$ cat src/rtl/core/hkr_pkg.sv
// shared types, constants and the built-in key table for the keyboard report translator
package hkr_pkg;

    localparam int KEYMAP_SIZE = 384;
    localparam int KEYS        = 6;
    localparam int SEQ_MAX     = 6;
    localparam int MAP_AW      = 9;
    localparam int KEY_IW      = 3;
    localparam int IN_W        = 80;

    localparam logic [1:0] OP_REPORT    = 2'd0;
    localparam logic [1:0] OP_TICK      = 2'd1;
    localparam logic [1:0] OP_MAP_WRITE = 2'd2;

    localparam logic [1:0] KIND_CHAR = 2'd0;
    localparam logic [1:0] KIND_IRQ  = 2'd1;
    localparam logic [1:0] KIND_LEDS = 2'd2;

    localparam logic [1:0] CFG_KEYMAP_LENGTH  = 2'd0;
    localparam logic [1:0] CFG_INTERRUPT_CHAR = 2'd1;
    localparam logic [1:0] CFG_REPEAT_DELAY   = 2'd2;
    localparam logic [1:0] CFG_REPEAT_PERIOD  = 2'd3;

    localparam logic [7:0] KEY_NUM_LOCK  = 8'h53;
    localparam logic [7:0] KEY_CAPS_LOCK = 8'h39;
    localparam logic [7:0] KEY_ROLLOVER  = 8'h01;

    typedef enum logic [2:0] {
        S_CLEAR,
        S_IDLE,
        S_KEY,
        S_LOOK,
        S_PLAY,
        S_LED,
        S_FIN
    } t_state;

    typedef struct packed {
        logic [MAP_AW-1:0] map_len;
        logic              altgr_en;
        logic              irq_en;
        logic [7:0]        irq_char;
        logic [15:0]       delay;
        logic [15:0]       period;
    } t_cfg;

    typedef struct packed {
        logic              we;
        logic [MAP_AW-1:0] waddr;
        logic [7:0]        wdata;
        logic [MAP_AW-1:0] raddr;
    } t_mem_req;

    // bytes: first byte in the top bits
    typedef struct packed {
        logic        found;
        logic [2:0]  len;
        logic [47:0] bytes;
    } t_tbl;

    function automatic t_tbl mkseq(input logic [2:0] len, input logic [47:0] bytes);
        t_tbl t;
        t.found = 1'b1;
        t.len   = len;
        t.bytes = bytes;
        return t;
    endfunction

    function automatic logic [7:0] shifted_digit(input logic [3:0] i);
        logic [7:0] c;
        case (i)
            4'd0:    c = 8'h21;
            4'd1:    c = 8'h40;
            4'd2:    c = 8'h23;
            4'd3:    c = 8'h24;
            4'd4:    c = 8'h25;
            4'd5:    c = 8'h5e;
            4'd6:    c = 8'h26;
            4'd7:    c = 8'h2a;
            4'd8:    c = 8'h28;
            default: c = 8'h29;
        endcase
        return c;
    endfunction

    function automatic logic [7:0] punct_byte(input logic [4:0] i, input logic shift);
        logic [7:0] c;
        case (i)
            5'd0:    c = shift ? 8'h0a : 8'h0d;
            5'd1:    c = 8'h1b;
            5'd2:    c = shift ? 8'h7f : 8'h08;
            5'd3:    c = 8'h09;
            5'd4:    c = 8'h20;
            5'd5:    c = shift ? 8'h5f : 8'h2d;
            5'd6:    c = shift ? 8'h2b : 8'h3d;
            5'd7:    c = shift ? 8'h7b : 8'h5b;
            5'd8:    c = shift ? 8'h7d : 8'h5d;
            5'd9:    c = shift ? 8'h7c : 8'h5c;
            5'd10:   c = shift ? 8'h7e : 8'h23;
            5'd11:   c = shift ? 8'h3a : 8'h3b;
            5'd12:   c = shift ? 8'h22 : 8'h27;
            5'd13:   c = shift ? 8'h7e : 8'h60;
            5'd14:   c = shift ? 8'h3c : 8'h2c;
            5'd15:   c = shift ? 8'h3e : 8'h2e;
            default: c = shift ? 8'h3f : 8'h2f;
        endcase
        return c;
    endfunction

    function automatic logic [7:0] keypad_byte(input logic [3:0] i);
        logic [7:0] c;
        case (i)
            4'd0:    c = 8'h2f;
            4'd1:    c = 8'h2a;
            4'd2:    c = 8'h2d;
            4'd3:    c = 8'h2b;
            4'd4:    c = 8'h0a;
            4'd14:   c = 8'h30;
            4'd15:   c = 8'h2e;
            default: c = 8'h2c + {4'd0, i};
        endcase
        return c;
    endfunction

    function automatic t_tbl keypad_nav(input logic [3:0] i);
        t_tbl t;
        case (i)
            4'd0:    t = mkseq(3'd1, 48'h2f0000000000);
            4'd1:    t = mkseq(3'd1, 48'h2a0000000000);
            4'd2:    t = mkseq(3'd1, 48'h2d0000000000);
            4'd3:    t = mkseq(3'd1, 48'h2b0000000000);
            4'd4:    t = mkseq(3'd1, 48'h0a0000000000);
            4'd5:    t = mkseq(3'd3, 48'h1b5b46000000);
            4'd6:    t = mkseq(3'd3, 48'h1b5b42000000);
            4'd7:    t = mkseq(3'd4, 48'h1b5b367e0000);
            4'd8:    t = mkseq(3'd3, 48'h1b5b44000000);
            4'd9:    t = mkseq(3'd0, 48'h000000000000);
            4'd10:   t = mkseq(3'd3, 48'h1b5b43000000);
            4'd11:   t = mkseq(3'd3, 48'h1b5b48000000);
            4'd12:   t = mkseq(3'd3, 48'h1b5b41000000);
            4'd13:   t = mkseq(3'd4, 48'h1b5b357e0000);
            4'd14:   t = mkseq(3'd4, 48'h1b5b327e0000);
            default: t = mkseq(3'd4, 48'h1b5b337e0000);
        endcase
        return t;
    endfunction

    function automatic t_tbl fkey_seq(input logic [3:0] i);
        t_tbl t;
        case (i)
            4'd0:    t = mkseq(3'd3, 48'h1b4f50000000);
            4'd1:    t = mkseq(3'd3, 48'h1b4f51000000);
            4'd2:    t = mkseq(3'd3, 48'h1b4f52000000);
            4'd3:    t = mkseq(3'd3, 48'h1b4f53000000);
            4'd4:    t = mkseq(3'd5, 48'h1b5b31357e00);
            4'd5:    t = mkseq(3'd5, 48'h1b5b31377e00);
            4'd6:    t = mkseq(3'd5, 48'h1b5b31387e00);
            4'd7:    t = mkseq(3'd5, 48'h1b5b31397e00);
            4'd8:    t = mkseq(3'd5, 48'h1b5b32307e00);
            4'd9:    t = mkseq(3'd5, 48'h1b5b32317e00);
            4'd10:   t = mkseq(3'd5, 48'h1b5b32337e00);
            4'd11:   t = mkseq(3'd5, 48'h1b5b32347e00);
            default: t = mkseq(3'd3, 48'h1b5b69000000);
        endcase
        return t;
    endfunction

    function automatic t_tbl arrow_seq(input logic [1:0] i, input logic ctrl);
        logic [7:0] d;
        t_tbl       t;
        case (i)
            2'd0:    d = 8'h43;
            2'd1:    d = 8'h44;
            2'd2:    d = 8'h42;
            default: d = 8'h41;
        endcase
        if (ctrl) begin
            t = mkseq(3'd6, {40'h1b5b313b35, d});
        end else begin
            t = mkseq(3'd3, {16'h1b5b, d, 24'h000000});
        end
        return t;
    endfunction

    function automatic t_tbl tbl_lookup(input logic [7:0] key, input logic shift,
                                        input logic ctrl, input logic alt,
                                        input logic caps, input logic num);
        t_tbl       t;
        logic [7:0] code;
        logic [7:0] off;
        logic       is_byte;
        t       = '0;
        code    = '0;
        is_byte = 1'b0;
        off     = '0;
        if (!ctrl && key >= 8'h04 && key <= 8'h1d) begin
            code    = key + 8'h5d;
            is_byte = 1'b1;
        end else if (!ctrl && key >= 8'h1e && key <= 8'h26) begin
            off     = key - 8'h1e;
            code    = shift ? shifted_digit(off[3:0]) : 8'h31 + off;
            is_byte = 1'b1;
        end else if (!ctrl && key == 8'h27) begin
            code    = shift ? 8'h29 : 8'h30;
            is_byte = 1'b1;
        end else if (ctrl && key == 8'h28) begin
            code    = 8'h0a;
            is_byte = 1'b1;
        end else if (!ctrl && key >= 8'h28 && key <= 8'h38) begin
            off     = key - 8'h28;
            code    = punct_byte(off[4:0], shift);
            is_byte = 1'b1;
        end else if (!ctrl && key >= 8'h54 && key <= 8'h63) begin
            off = key - 8'h54;
            if (num) begin
                t = keypad_nav(off[3:0]);
            end else begin
                code    = keypad_byte(off[3:0]);
                is_byte = 1'b1;
            end
        end else if (!ctrl && key == 8'h48) begin
            code    = 8'h1a;
            is_byte = 1'b1;
        end else if (!ctrl && key == 8'h4e) begin
            t = mkseq(3'd4, 48'h1b5b367e0000);
        end else if (!ctrl && key == 8'h4b) begin
            t = mkseq(3'd4, 48'h1b5b357e0000);
        end else if (!ctrl && key == 8'h4a) begin
            t = mkseq(3'd3, 48'h1b5b48000000);
        end else if (!ctrl && key == 8'h4d) begin
            t = mkseq(3'd3, 48'h1b5b46000000);
        end else if (!ctrl && key == 8'h49) begin
            t = mkseq(3'd4, 48'h1b5b327e0000);
        end else if (!ctrl && key == 8'h4c) begin
            t = mkseq(3'd4, 48'h1b5b337e0000);
        end else if (!ctrl && key >= 8'h3a && key <= 8'h46) begin
            off = key - 8'h3a;
            t   = fkey_seq(off[3:0]);
        end else if (key >= 8'h4f && key <= 8'h52) begin
            off = key - 8'h4f;
            t   = arrow_seq(off[1:0], ctrl);
        end
        if (is_byte) begin
            if (code >= 8'h61 && code <= 8'h7a && (shift != caps)) begin
                code = code ^ 8'h20;
            end
            if (ctrl) begin
                code = code & 8'h1f;
            end
            if (alt) begin
                code = code ^ 8'h80;
            end
            t = mkseq(3'd1, {code, 40'h0});
        end
        return t;
    endfunction

endpackage

$ cat src/rtl/core/hid_keyboard_report_to_ascii.sv
// top level: configuration registers, keymap memory and the key sequencer
//
// channel   direction  handshake                    payload
// s_axis    in         i_s_axis_tvalid/o_..._tready  tdata keys and keymap write, tuser operation
// m_axis    out        o_m_axis_tvalid/i_..._tready  tdata value, tuser kind, tlast
// cfg       in         i_cfg_valid/o_cfg_ready       i_cfg_index, i_cfg_data
//
// an interrupt byte ends the sequence that it is in
// after reset the keymap is cleared before the first input is taken
// a stalled output holds the sequencer once one result is held back
module hid_keyboard_report_to_ascii (
    input  logic        i_clk,
    input  logic        i_rst_n,
    input  logic        i_s_axis_tvalid,
    output logic        o_s_axis_tready,
    // modifiers, key0..key5, map_index, map_value, zero pad
    input  logic [79:0] i_s_axis_tdata,
    // operation
    input  logic [1:0]  i_s_axis_tuser,
    output logic        o_m_axis_tvalid,
    input  logic        i_m_axis_tready,
    // value
    output logic [7:0]  o_m_axis_tdata,
    // kind
    output logic [1:0]  o_m_axis_tuser,
    output logic        o_m_axis_tlast,
    input  logic        i_cfg_valid,
    output logic        o_cfg_ready,
    input  logic [1:0]  i_cfg_index,
    input  logic [15:0] i_cfg_data
);

    logic [8:0]  r_map_len;
    logic [8:0]  r_irq;
    logic [15:0] r_delay;
    logic [15:0] r_period;
    hkr_pkg::t_cfg     w_cfg;
    hkr_pkg::t_mem_req w_mem;
    logic [7:0]        w_rdata;

    assign o_cfg_ready = 1'b1;

    always_ff @(posedge i_clk) begin
        if (!i_rst_n) begin
            r_map_len <= 9'd0;
            r_irq     <= 9'd3;
            r_delay   <= 16'd500;
            r_period  <= 16'd50;
        end else if (i_cfg_valid) begin
            case (i_cfg_index)
                hkr_pkg::CFG_KEYMAP_LENGTH:  r_map_len <= i_cfg_data[8:0];
                hkr_pkg::CFG_INTERRUPT_CHAR: r_irq     <= i_cfg_data[8:0];
                hkr_pkg::CFG_REPEAT_DELAY:   r_delay   <= i_cfg_data;
                hkr_pkg::CFG_REPEAT_PERIOD:  r_period  <= i_cfg_data;
                default: ;
            endcase
        end
    end

    always_comb begin
        w_cfg.map_len  = (r_map_len > 9'(hkr_pkg::KEYMAP_SIZE))
                       ? 9'(hkr_pkg::KEYMAP_SIZE) : r_map_len;
        w_cfg.altgr_en = w_cfg.map_len > 9'd256;
        w_cfg.irq_en   = !r_irq[8];
        w_cfg.irq_char = r_irq[7:0];
        w_cfg.delay    = r_delay;
        w_cfg.period   = r_period;
    end

    hkr_keymap u_keymap (
        .i_clk   (i_clk),
        .i_req   (w_mem),
        .o_rdata (w_rdata)
    );

    hkr_core u_core (
        .i_clk           (i_clk),
        .i_rst_n         (i_rst_n),
        .i_cfg           (w_cfg),
        .i_s_axis_tvalid (i_s_axis_tvalid),
        .o_s_axis_tready (o_s_axis_tready),
        .i_s_axis_tdata  (i_s_axis_tdata),
        .i_s_axis_tuser  (i_s_axis_tuser),
        .o_m_axis_tvalid (o_m_axis_tvalid),
        .i_m_axis_tready (i_m_axis_tready),
        .o_m_axis_tdata  (o_m_axis_tdata),
        .o_m_axis_tuser  (o_m_axis_tuser),
        .o_m_axis_tlast  (o_m_axis_tlast),
        .o_mem           (w_mem),
        .i_mem_rdata     (w_rdata)
    );

endmodule

$ cat src/rtl/core/hkr_keymap.sv
// user keymap memory, one write and one registered read port
module hkr_keymap (
    input  logic              i_clk,
    input  hkr_pkg::t_mem_req i_req,
    output logic [7:0]        o_rdata
);

    logic [7:0] r_mem [hkr_pkg::KEYMAP_SIZE];

    always_ff @(posedge i_clk) begin
        if (i_req.we) begin
            r_mem[i_req.waddr] <= i_req.wdata;
        end
        o_rdata <= r_mem[i_req.raddr];
    end

endmodule

$ cat src/rtl/core/hkr_core.sv
// sequencer: walks the report keys, looks up bytes, plays sequences and handles repeat
module hkr_core (
    input  logic                       i_clk,
    input  logic                       i_rst_n,
    input  hkr_pkg::t_cfg              i_cfg,
    input  logic                       i_s_axis_tvalid,
    output logic                       o_s_axis_tready,
    input  logic [hkr_pkg::IN_W-1:0]   i_s_axis_tdata,
    input  logic [1:0]                 i_s_axis_tuser,
    output logic                       o_m_axis_tvalid,
    input  logic                       i_m_axis_tready,
    output logic [7:0]                 o_m_axis_tdata,
    output logic [1:0]                 o_m_axis_tuser,
    output logic                       o_m_axis_tlast,
    output hkr_pkg::t_mem_req          o_mem,
    input  logic [7:0]                 i_mem_rdata
);

    hkr_pkg::t_state r_state, n_state;

    logic [hkr_pkg::MAP_AW-1:0] r_clr, n_clr;
    logic [7:0]  r_keys [hkr_pkg::KEYS];
    logic [7:0]  n_keys [hkr_pkg::KEYS];
    logic [7:0]  r_prev [hkr_pkg::KEYS];
    logic [7:0]  n_prev [hkr_pkg::KEYS];
    logic [7:0]  r_rb   [hkr_pkg::SEQ_MAX];
    logic [7:0]  n_rb   [hkr_pkg::SEQ_MAX];
    logic [hkr_pkg::KEY_IW-1:0] r_i, n_i;
    logic [2:0]  r_rcnt, n_rcnt, r_pos, n_pos;
    logic        r_ract, n_ract;
    logic [15:0] r_cd, n_cd;
    logic [1:0]  r_leds, n_leds;
    logic        r_caps, n_caps, r_num, n_num;
    logic        r_shift, n_shift, r_ctrl, n_ctrl, r_alt, n_alt, r_altgr, n_altgr;
    logic        r_tick, n_tick, r_look_ok, n_look_ok;
    logic        r_hv, n_hv, r_ov, n_ov, r_olast, n_olast;
    logic [1:0]  r_hkind, n_hkind, r_okind, n_okind;
    logic [7:0]  r_hval, n_hval, r_oval, n_oval;

    logic [1:0]  w_op;
    logic [7:0]  w_mods;
    logic [7:0]  w_in_keys [hkr_pkg::KEYS];
    logic [hkr_pkg::MAP_AW-1:0] w_map_idx;
    logic [7:0]  w_map_val;
    logic        w_accept, w_rollover;
    logic [7:0]  w_key;
    logic        w_held, w_skip, w_last_key;
    logic [hkr_pkg::MAP_AW-1:0] w_idx;
    logic        w_idx_ok;
    logic [7:0]  w_ub, w_ubm;
    hkr_pkg::t_tbl w_tbl;
    logic [7:0]  w_pbyte;
    logic        w_play_end, w_irq_hit;
    logic [1:0]  w_new_leds;
    logic        w_out_free, w_can_emit, w_emit, w_fin_push;
    logic [1:0]  w_emit_kind;
    logic [7:0]  w_emit_val;
    logic        w_done_seq;

    always_comb begin
        w_op      = i_s_axis_tuser;
        w_mods    = i_s_axis_tdata[7:0];
        for (int k = 0; k < hkr_pkg::KEYS; k++) begin
            w_in_keys[k] = i_s_axis_tdata[8*k+8 +: 8];
        end
        w_map_idx = i_s_axis_tdata[64:56];
        w_map_val = i_s_axis_tdata[72:65];
        w_accept  = i_s_axis_tvalid && o_s_axis_tready;
        w_rollover = (w_in_keys[0] == hkr_pkg::KEY_ROLLOVER)
                  && (w_in_keys[1] == hkr_pkg::KEY_ROLLOVER);

        w_key = r_keys[r_i];
        w_held = 1'b0;
        for (int k = 0; k < hkr_pkg::KEYS; k++) begin
            if (r_prev[k] == w_key) begin
                w_held = 1'b1;
            end
        end
        w_skip = (w_key == 8'h00) || w_held || (w_key == hkr_pkg::KEY_NUM_LOCK)
              || (w_key == hkr_pkg::KEY_CAPS_LOCK);
        w_last_key = (r_i == hkr_pkg::KEY_IW'(hkr_pkg::KEYS - 1));
        w_idx = {1'b0, w_key} + (r_altgr ? 9'd256 : (r_shift ? 9'd128 : 9'd0));
        w_idx_ok = w_idx < i_cfg.map_len;

        w_ub = r_look_ok ? i_mem_rdata : 8'h00;
        if (r_ctrl) begin
            w_ubm = w_ub & 8'h1f;
        end else if (w_ub >= 8'h61 && w_ub <= 8'h7a && r_caps) begin
            w_ubm = w_ub ^ 8'h20;
        end else begin
            w_ubm = w_ub;
        end
        w_tbl = hkr_pkg::tbl_lookup(w_key, r_shift, r_ctrl, r_alt, r_caps, r_num);

        w_pbyte    = r_rb[r_pos];
        w_play_end = (r_pos == r_rcnt);
        w_irq_hit  = i_cfg.irq_en && (w_pbyte == i_cfg.irq_char);
        w_new_leds = {r_num, r_caps};

        w_out_free = !r_ov || i_m_axis_tready;
        w_can_emit = !r_hv || w_out_free;
        w_emit      = 1'b0;
        w_emit_kind = hkr_pkg::KIND_CHAR;
        w_emit_val  = w_pbyte;
        if (r_state == hkr_pkg::S_PLAY && !w_play_end) begin
            w_emit      = 1'b1;
            w_emit_kind = w_irq_hit ? hkr_pkg::KIND_IRQ : hkr_pkg::KIND_CHAR;
        end else if (r_state == hkr_pkg::S_LED && w_new_leds != r_leds) begin
            w_emit      = 1'b1;
            w_emit_kind = hkr_pkg::KIND_LEDS;
            w_emit_val  = {6'd0, w_new_leds};
        end
        w_fin_push = (r_state == hkr_pkg::S_FIN) && r_hv && w_out_free;
        w_done_seq = w_play_end || (w_can_emit && w_irq_hit);
    end

    // next state
    always_comb begin
        n_state = r_state;
        case (r_state)
            hkr_pkg::S_CLEAR: begin
                if (r_clr == hkr_pkg::MAP_AW'(hkr_pkg::KEYMAP_SIZE - 1)) begin
                    n_state = hkr_pkg::S_IDLE;
                end
            end
            hkr_pkg::S_IDLE: begin
                if (w_accept) begin
                    if (w_op == hkr_pkg::OP_TICK && r_ract && r_cd <= 16'd1) begin
                        n_state = hkr_pkg::S_PLAY;
                    end else if (w_op == hkr_pkg::OP_REPORT && !w_rollover) begin
                        n_state = hkr_pkg::S_KEY;
                    end
                end
            end
            hkr_pkg::S_KEY: begin
                if (!w_skip) begin
                    n_state = hkr_pkg::S_LOOK;
                end else if (w_last_key) begin
                    n_state = hkr_pkg::S_LED;
                end
            end
            hkr_pkg::S_LOOK: begin
                if (w_ub != 8'h00 || w_tbl.found) begin
                    n_state = hkr_pkg::S_PLAY;
                end else begin
                    n_state = w_last_key ? hkr_pkg::S_LED : hkr_pkg::S_KEY;
                end
            end
            hkr_pkg::S_PLAY: begin
                if (w_done_seq) begin
                    if (r_tick) begin
                        n_state = hkr_pkg::S_FIN;
                    end else begin
                        n_state = w_last_key ? hkr_pkg::S_LED : hkr_pkg::S_KEY;
                    end
                end
            end
            hkr_pkg::S_LED: begin
                if (w_new_leds == r_leds || w_can_emit) begin
                    n_state = hkr_pkg::S_FIN;
                end
            end
            hkr_pkg::S_FIN: begin
                if (!r_hv || w_out_free) begin
                    n_state = hkr_pkg::S_IDLE;
                end
            end
            default: n_state = hkr_pkg::S_IDLE;
        endcase
    end

    // datapath and outputs
    always_comb begin
        n_clr     = r_clr;
        n_keys    = r_keys;
        n_prev    = r_prev;
        n_rb      = r_rb;
        n_i       = r_i;
        n_rcnt    = r_rcnt;
        n_pos     = r_pos;
        n_ract    = r_ract;
        n_cd      = r_cd;
        n_leds    = r_leds;
        n_caps    = r_caps;
        n_num     = r_num;
        n_shift   = r_shift;
        n_ctrl    = r_ctrl;
        n_alt     = r_alt;
        n_altgr   = r_altgr;
        n_tick    = r_tick;
        n_look_ok = r_look_ok;
        n_hv      = r_hv;
        n_hkind   = r_hkind;
        n_hval    = r_hval;
        n_ov      = r_ov;
        n_okind   = r_okind;
        n_oval    = r_oval;
        n_olast   = r_olast;
        o_mem.we    = 1'b0;
        o_mem.waddr = w_map_idx;
        o_mem.wdata = w_map_val;
        o_mem.raddr = w_idx_ok ? w_idx : '0;
        o_s_axis_tready = (r_state == hkr_pkg::S_IDLE);

        case (r_state)
            hkr_pkg::S_CLEAR: begin
                o_mem.we    = 1'b1;
                o_mem.waddr = r_clr;
                o_mem.wdata = 8'h00;
                n_clr       = r_clr + 9'd1;
            end
            hkr_pkg::S_IDLE: begin
                if (w_accept) begin
                    case (w_op)
                        hkr_pkg::OP_MAP_WRITE: begin
                            o_mem.we = (w_map_idx < 9'(hkr_pkg::KEYMAP_SIZE));
                        end
                        hkr_pkg::OP_TICK: begin
                            if (r_ract) begin
                                if (r_cd > 16'd1) begin
                                    n_cd = r_cd - 16'd1;
                                end else begin
                                    n_cd   = i_cfg.period;
                                    n_pos  = 3'd0;
                                    n_tick = 1'b1;
                                end
                            end
                        end
                        hkr_pkg::OP_REPORT: begin
                            if (!w_rollover) begin
                                n_ract  = 1'b0;
                                n_keys  = w_in_keys;
                                n_i     = '0;
                                n_caps  = r_leds[0];
                                n_num   = r_leds[1];
                                n_tick  = 1'b0;
                                n_shift = |(w_mods & 8'h22);
                                n_ctrl  = |(w_mods & 8'h11);
                                n_altgr = i_cfg.altgr_en && w_mods[6];
                                n_alt   = i_cfg.altgr_en ? w_mods[2] : |(w_mods & 8'h44);
                            end
                        end
                        default: ;
                    endcase
                end
            end
            hkr_pkg::S_KEY: begin
                n_look_ok = w_idx_ok;
                if (w_skip) begin
                    if (!w_held && w_key == hkr_pkg::KEY_NUM_LOCK) begin
                        n_num = !r_num;
                    end
                    if (!w_held && w_key == hkr_pkg::KEY_CAPS_LOCK) begin
                        n_caps = !r_caps;
                    end
                    if (!w_last_key) begin
                        n_i = r_i + 3'd1;
                    end
                end
            end
            hkr_pkg::S_LOOK: begin
                n_pos = 3'd0;
                if (w_ub != 8'h00) begin
                    n_rb[0] = w_ubm;
                    n_rcnt  = 3'd1;
                    n_ract  = 1'b1;
                    n_cd    = i_cfg.delay;
                end else if (w_tbl.found) begin
                    for (int k = 0; k < hkr_pkg::SEQ_MAX; k++) begin
                        n_rb[k] = w_tbl.bytes[47-8*k -: 8];
                    end
                    n_rcnt = w_tbl.len;
                    n_ract = 1'b1;
                    n_cd   = i_cfg.delay;
                end else if (!w_last_key) begin
                    n_i = r_i + 3'd1;
                end
            end
            hkr_pkg::S_PLAY: begin
                if (!w_play_end && w_can_emit) begin
                    n_pos = r_pos + 3'd1;
                end
                if (w_done_seq && !r_tick && !w_last_key) begin
                    n_i = r_i + 3'd1;
                end
            end
            hkr_pkg::S_LED: begin
                if (w_new_leds == r_leds || w_can_emit) begin
                    n_leds = w_new_leds;
                    n_prev = r_keys;
                end
            end
            default: ;
        endcase

        // one result held back until it is known whether it closes the request
        if (w_fin_push) begin
            n_ov    = 1'b1;
            n_okind = r_hkind;
            n_oval  = r_hval;
            n_olast = 1'b1;
            n_hv    = 1'b0;
        end else if (w_emit && w_can_emit) begin
            if (r_hv) begin
                n_ov    = 1'b1;
                n_okind = r_hkind;
                n_oval  = r_hval;
                n_olast = 1'b0;
            end else if (r_ov && i_m_axis_tready) begin
                n_ov = 1'b0;
            end
            n_hv    = 1'b1;
            n_hkind = w_emit_kind;
            n_hval  = w_emit_val;
        end else if (r_ov && i_m_axis_tready) begin
            n_ov = 1'b0;
        end
    end

    always_ff @(posedge i_clk) begin
        if (!i_rst_n) begin
            r_state <= hkr_pkg::S_CLEAR;
            r_clr   <= '0;
            r_ract  <= 1'b0;
            r_cd    <= '0;
            r_rcnt  <= '0;
            r_leds  <= '0;
            r_hv    <= 1'b0;
            r_ov    <= 1'b0;
            for (int k = 0; k < hkr_pkg::KEYS; k++) begin
                r_prev[k] <= '0;
            end
        end else begin
            r_state <= n_state;
            r_clr   <= n_clr;
            r_ract  <= n_ract;
            r_cd    <= n_cd;
            r_rcnt  <= n_rcnt;
            r_leds  <= n_leds;
            r_hv    <= n_hv;
            r_ov    <= n_ov;
            r_prev  <= n_prev;
        end
    end

    always_ff @(posedge i_clk) begin
        r_keys    <= n_keys;
        r_rb      <= n_rb;
        r_i       <= n_i;
        r_pos     <= n_pos;
        r_caps    <= n_caps;
        r_num     <= n_num;
        r_shift   <= n_shift;
        r_ctrl    <= n_ctrl;
        r_alt     <= n_alt;
        r_altgr   <= n_altgr;
        r_tick    <= n_tick;
        r_look_ok <= n_look_ok;
        r_hkind   <= n_hkind;
        r_hval    <= n_hval;
        r_okind   <= n_okind;
        r_oval    <= n_oval;
        r_olast   <= n_olast;
    end

    assign o_m_axis_tvalid = r_ov;
    assign o_m_axis_tdata  = r_oval;
    assign o_m_axis_tuser  = r_okind;
    assign o_m_axis_tlast  = r_olast;

endmodule

$ cat config.mk
export PLATFORM = sky130hd
export DESIGN_NAME = hid_keyboard_report_to_ascii
export DESIGN_NICKNAME = d
export VERILOG_FILES = /design/src/rtl/core/hkr_pkg.sv /design/src/rtl/core/hid_keyboard_report_to_ascii.sv /design/src/rtl/core/hkr_keymap.sv /design/src/rtl/core/hkr_core.sv
export SDC_FILE = /design/constraint.sdc
export NUM_CORES = 2
export LEC_CHECK = 0
export ABC_CLOCK_PERIOD_IN_PS = 6420
export BUFFER_PORTS_ARGS = -buffer_cell sky130_fd_sc_hd__buf_4
export CAP_MARGIN = 10
export CORE_UTILIZATION = 30
export DETAILED_ROUTE_END_ITERATION = 10
export SLEW_MARGIN = 20
export SYNTH_ARGS = -nofsm -noshare
export SYNTH_HDL_FRONTEND = slang
export SYNTH_HIERARCHICAL = 1
export SYNTH_MEMORY_MAX_BITS = 65536
export SYNTH_SLANG_ARGS = --single-unit
$ cat constraint.sdc
create_clock -name i_clk -period 6.42 [get_ports i_clk]
set_input_delay 0.321 -clock i_clk [delete_from_list [all_inputs] [get_ports i_clk]]
set_output_delay 0.321 -clock i_clk [all_outputs]
set_load 0.02 [all_outputs]
Word level (Yosys, flattened, before mapping)

Memory sizes are Yosys's and may differ from the RTL's. A register that Yosys moved wholly into a read port is not among the register bits.
Cells that the tools add are included.

Magnitude comparators: 24
Reduce and logical (&&, ||, !) cells: 102
$add $sub $neg: 13
Bitwise gates (word level): 9
Equal/unequal tests: 83
Multiplexer cells: 160

Operators with widths:

| cell               | number |
|---|---|
| $mux 52            | 17 |
| $mux 8             | 24 |
| $pmux 8 s16        | 1 |
| $mux 16            | 6 |
| $mux 3             | 29 |
| $eq 8x7->1 const B | 8 |
| $eq 8x8->1         | 7 |
| $pmux 8 s7         | 1 |
| $mux 51            | 1 |
| $bmux 8 s3         | 2 |
| $mux 48            | 1 |
| $mux 1             | 44 |
| $logic_and 1x1->1  | 43 |
| $eq 5x4->1 const B | 8 |
| $le 8x7->1 const B | 5 |
| $mux 5             | 7 |
| $ge 8x7->1 const B | 4 |
| $pmux 16 s2        | 1 |
| $mux 6             | 5 |
| $mux 9             | 3 |
| $ne 2x2->1 const B | 13 |
| $eq 8x6->1 const B | 3 |
| $reduce_and 6->1   | 4 |
| $mux 7             | 3 |
| other kinds (71)   | 151 |

Register bits: 265
Output and inout bits: 14
Memories kept: 4
Logic and storage cells: 440
Memory bits (writable): 3072
Input bits: 105
ROM bits: 896

Memories:

| name            | words | bits a word | read ports | clocked after Yosys merged registers in | write ports | line            | RTL |
|---|---|---|---|---|---|---|---|
| u_keymap.r_mem  | 384   | 8           | 1          | 1                                       | 1           | hkr_keymap.sv:8 | `logic [7:0] r_mem [hkr_pkg::KEYMAP_SIZE];` |
| (no name shown) | 16    | 27          | 1          | 0                                       | 0           | hkr_pkg.sv:127  | `case (i)` |
| (no name shown) | 16    | 22          | 1          | 0                                       | 0           | hkr_pkg.sv:150  | `case (i)` |
| (no name shown) | 16    | 7           | 1          | 0                                       | 0           | hkr_pkg.sv:71   | `case (i)` |

Longest topological paths before layout

Depth after elaboration: 27
Gate-level depth with buffers: 28
Depth with buffers taken out: 19

Hierarchy

The synthesis kept the hierarchy.

Modules (own cells, without submodules):

| module                       | times used | area an instance (µm²) | cells each |
|---|---|---|---|
| hkr_keymap                   | 1          | 119442.1               | 5415 |
| hkr_core                     | 1          | 12624.6                | 1416 |
| hid_keyboard_report_to_ascii | 1          | 2057.0                 | 211 |

Least setup slack after synthesis

Ideal clock, no wire load.

Path type: register -> register
Start: register u_core.r_state[2]
End: memory u_keymap.r_mem[0][0] (data pin)
Path slack: -0.577 ns
Path buffers: 2
Arrival: 5.793 ns
Cell stages (with the launch flop): 5
Library setup time: 1.204 ns
Period minus slack after synthesis: 6.997 ns
Required time: 5.216 ns
Cells stage by stage: dfxtp_1 -> or3_1 -> clkbuf_1 -> clkbuf_1 -> and2_1

RTL lines:

| item                     | line            | RTL |
|---|---|---|
| start: declaration       | hkr_core.sv:19  | `hkr_pkg::t_state r_state, n_state;` |
| start signal: assignment | hkr_core.sv:322 | `r_state <= hkr_pkg::S_CLEAR;` |
| start signal: assignment | hkr_core.sv:334 | `r_state <= n_state;` |
| end: declaration         | hkr_keymap.sv:8 |  |

==> qor.txt <==
vias in the first global route: 71,870
drt wl/cell: 26.21 um
Post-Syn Area: 134,100 um^2
Routed Antenna Nets: 0
GPL Wtd Cong: 0.8930
largest net degree at the start of global routing: 193
Reg clk slew, reported paths: 0.06 ns
RSZ-0062 raised after global routing: false
Final WS setup: 0.2882 ns
synthesized instance count: 7,042
Hold Fails Final Rpt: 0
critical path endpoint category: flop
worst min-delay path class: in -> reg
nature of the critical path startpoint: flop
adder-cell share of the synthesized area: 0.3918%
first-pass GRT wire length: 520,200 um
DR vias: 71,490
die area: 449,800 um^2
CTS Root Buffer Type: clkbuf_16
core area: 445,100 um^2
final WL: 360,800 um
clock skew: 0.03672 ns
DIE HEIGHT: 670.6 um
number of synthesized flops with an enable pin: 3,184
CP max FO: 18
# rows: 245
prevailing post-synth register cell: edfxtp_1
Tcrit/Tclk final: 95.51%
worst hold margin: 0.04288 ns
Setup TNS Final: 0 ns
initial antenna violation count: 19
mux cell area share after synthesis: 15.77%
Worst-Margin Slew: 1.365 ns
number of library cell types mapped by synthesis: 108
Power Dens Cells: 279.4 nW/um^2
Placed Cells: 13,060
Syn. warnings: 6
Synth Area in Compound Gates: 3.601%
CTS tree: done
Via-to-Cell Ratio: 5.193
# Max-Cap Violations: 0
Overall Global Routing Usage: 15.57%
Data required, critical path: 7.20 ns
initial drt markers: 8,478
DRT Pass-1 Iters: 7
CTS HTree Levels: 5
simple-gate area share of the yosys netlist: 4.422%
Max Slew Vio Count: 0
status: finished, final reports clean
Chip Width: 670.6 um
Num CTS Buffers: 340
Mean Syn Cell Area: 19.05 um^2
Slew headroom: 8.972%
# DRC: 0
Yosys reg bits: 3,327
Worst-Skew Late Latency: 0.94 ns
Final setup viols: 0
clock net sink count: 3,327
I/O Pins: 119
Final Non-Filler Cells: 13,770
Synth Area in XOR/XNOR: 0.5812%
Pleak: 0.05580 uW
# port buffers: 108
most common cell after layout, fill and taps aside: edfxtp_1
syn_nets: 7,189
cell taking the most area after synthesis: edfxtp_1
maximum clock path buffer count: 4
Async SR Flop Fraction: 0%
minimum clock period: 6.132 ns
WS Path Type: reg -> reg
area grow syn2layout: 16.38%
post-detail-place hpwl: 227,400 um
top cell type's share of synthesized area: 71.29%
FMAX: 0.1631 GHz
largest family of logic cells by synthesized area: multiplexers
pre-CTS WS: -0.008512 ns
GRT overflow: 0
sequential area share after synthesis: 73.42%
arrival time at the worst endpoint: 6.91 ns
worst vdd ir: 229.8 uV
initial core utilization: 30.13%
nets@finish: 7,707
dominant cells by area after synthesis: edfxtp_1, mux4_2, dfxtp_1, mux2i_1, nor2_1
share of cells above drive strength 1: 24.96%
most frequent cells in the layout: edfxtp_1, mux4_2, nor2_1, buf_4, nand2_1
-- sequential cells by signal, indices dropped and copies added, names as in the netlist, 3 cells and up --
signal and count:
u_core/r_cd 16, u_core/r_rb 30, u_keymap/o_rdata 8, u_core/o_m_axis_tdata 8, u_core/r_clr 9, r_map_len 9
r_period 16, u_core/r_i 3, u_core/r_keys 48, r_irq 9, u_core/r_prev 48, u_core/r_pos 3
r_delay 16, u_core/r_state 3, u_core/r_rcnt 3, u_core/r_hval 8, u_keymap/r_mem 3072
-- per-stage QoR --
stage	instance area, um^2	utilization [%]	power [uW]
final	156100	35.07	43610
after CTS	156000	35.05	43940
after floorplan	134100	-	24310
after global placement	144300	32.43	24660
after global routing	156100	35.07	44740
after detailed placement	144300	32.43	24670
-- path summary, 6_finish.rpt --
check	from	to	slack, ns	cells past startpoint
max reg2reg	u_core/r_i[0]	u_keymap/o_rdata[2]	0.29	23
max	u_core/r_i[0]	u_keymap/o_rdata[2]	0.29	23
min	i_s_axis_tdata[70]	u_keymap/r_mem[372][5]	0.04	2
min reg2reg	u_core/r_hkind[1]	u_core/o_m_axis_tuser[1]	0.42	0
-- worst max-delay path, stage by stage, from the launching register on --
cell and delay, ns:
edfxtp_1 0.40, buf_4 0.23, mux2_2 0.40, a22oi_4 0.21, inv_2 0.05, ha_1 0.26, a21boi_0 0.12, o21a_1 0.19
o21a_1 0.17, o21a_1 0.20, o211ai_1 0.20, a21o_1 0.19, nand2_1 0.16, nor2_4 0.22, buf_12 0.21, buf_12 0.26
buf_4 0.31, mux4_2 0.56, mux4_2 0.47, nand2_1 0.14, nand4_1 0.30, a211oi_2 0.44, buf_4 0.18, a22oi_1 0.08
-- power by group --
part / total, uW / leakage (uW) / internal, uW / switching, uW
clock network: 19300 / 0.00530 / 11100 / 8260
logic: 761 / 0.0131 / 294 / 467
registers: 23500 / 0.0374 / 23500 / 29.5
total: 43600 / 0.0558 / 34800 / 8760
-- metal layers --
metal	wire length, um	vias to the layer above	GRT usage [%]
met5	52	-	0
met1	148900	37860	21.71
met2	170200	3264	24.99
met4	11670	6	4.794
li1	-	29730	-
met3	29940	634	2.558
-- logic make-up after synthesis --
group	Yosys count
other	1
multiplexers	1086
AO/OA/AOI/OAI	691
AND/OR/NAND/NOR	1325
adder cells (fa/ha/maj)	42
buffers and inverters	481
flip-flops	3327
XOR/XNOR	89
-- cells in the mapped netlist (25+ instances only) --
cell type,count
nand4_1,31
ha_1,42
dfxtp_1,143
o22ai_1,48
edfxtp_1,3184
xor2_1,37
mux4_2,816
a211oi_1,49
buf_6,40
nor3_1,43
o221ai_1,25
a21oi_1,163
a22oi_1,48
nor2b_1,58
nor2_1,564
buf_4,48
a31oi_1,31
nand2_1,387
buf_2,94
inv_1,44
and2_1,46
xnor2_1,52
mux2_2,52
mux2i_1,215
nand3_1,52
clkbuf_1,221
o21ai_0,97
-- what timing repair did --
| item | 4_1_cts | 5_1_grt |
|---|---|---|
| endpoints found under the hold margin | 204 | 0 |
| setup endpoints to repair | 1 | 5 |
| setup buffers | 0 | 1 |
| hold buffers | 88 | 0 |
| gates resized for setup | 1 | 1 |
-- final cells by class --
| type | count | area (um^2) |
|---|---|---|
| Fill cell | 41260 | 289000 |
| Sequential cell | 3327 | 98470 |
| Multi-Input combinational cell | 3234 | 33420 |
| Clock buffer | 428 | 9080 |
| Tap cell | 5928 | 7417 |
| Timing Repair Buffer | 604 | 5771 |
| Clock inverter | 188 | 1717 |
| Inverter | 53 | 209.0 |
| Antenna cell | 4 | 10.01 |
Note: power is estimated with default switching activity, not from simulation.
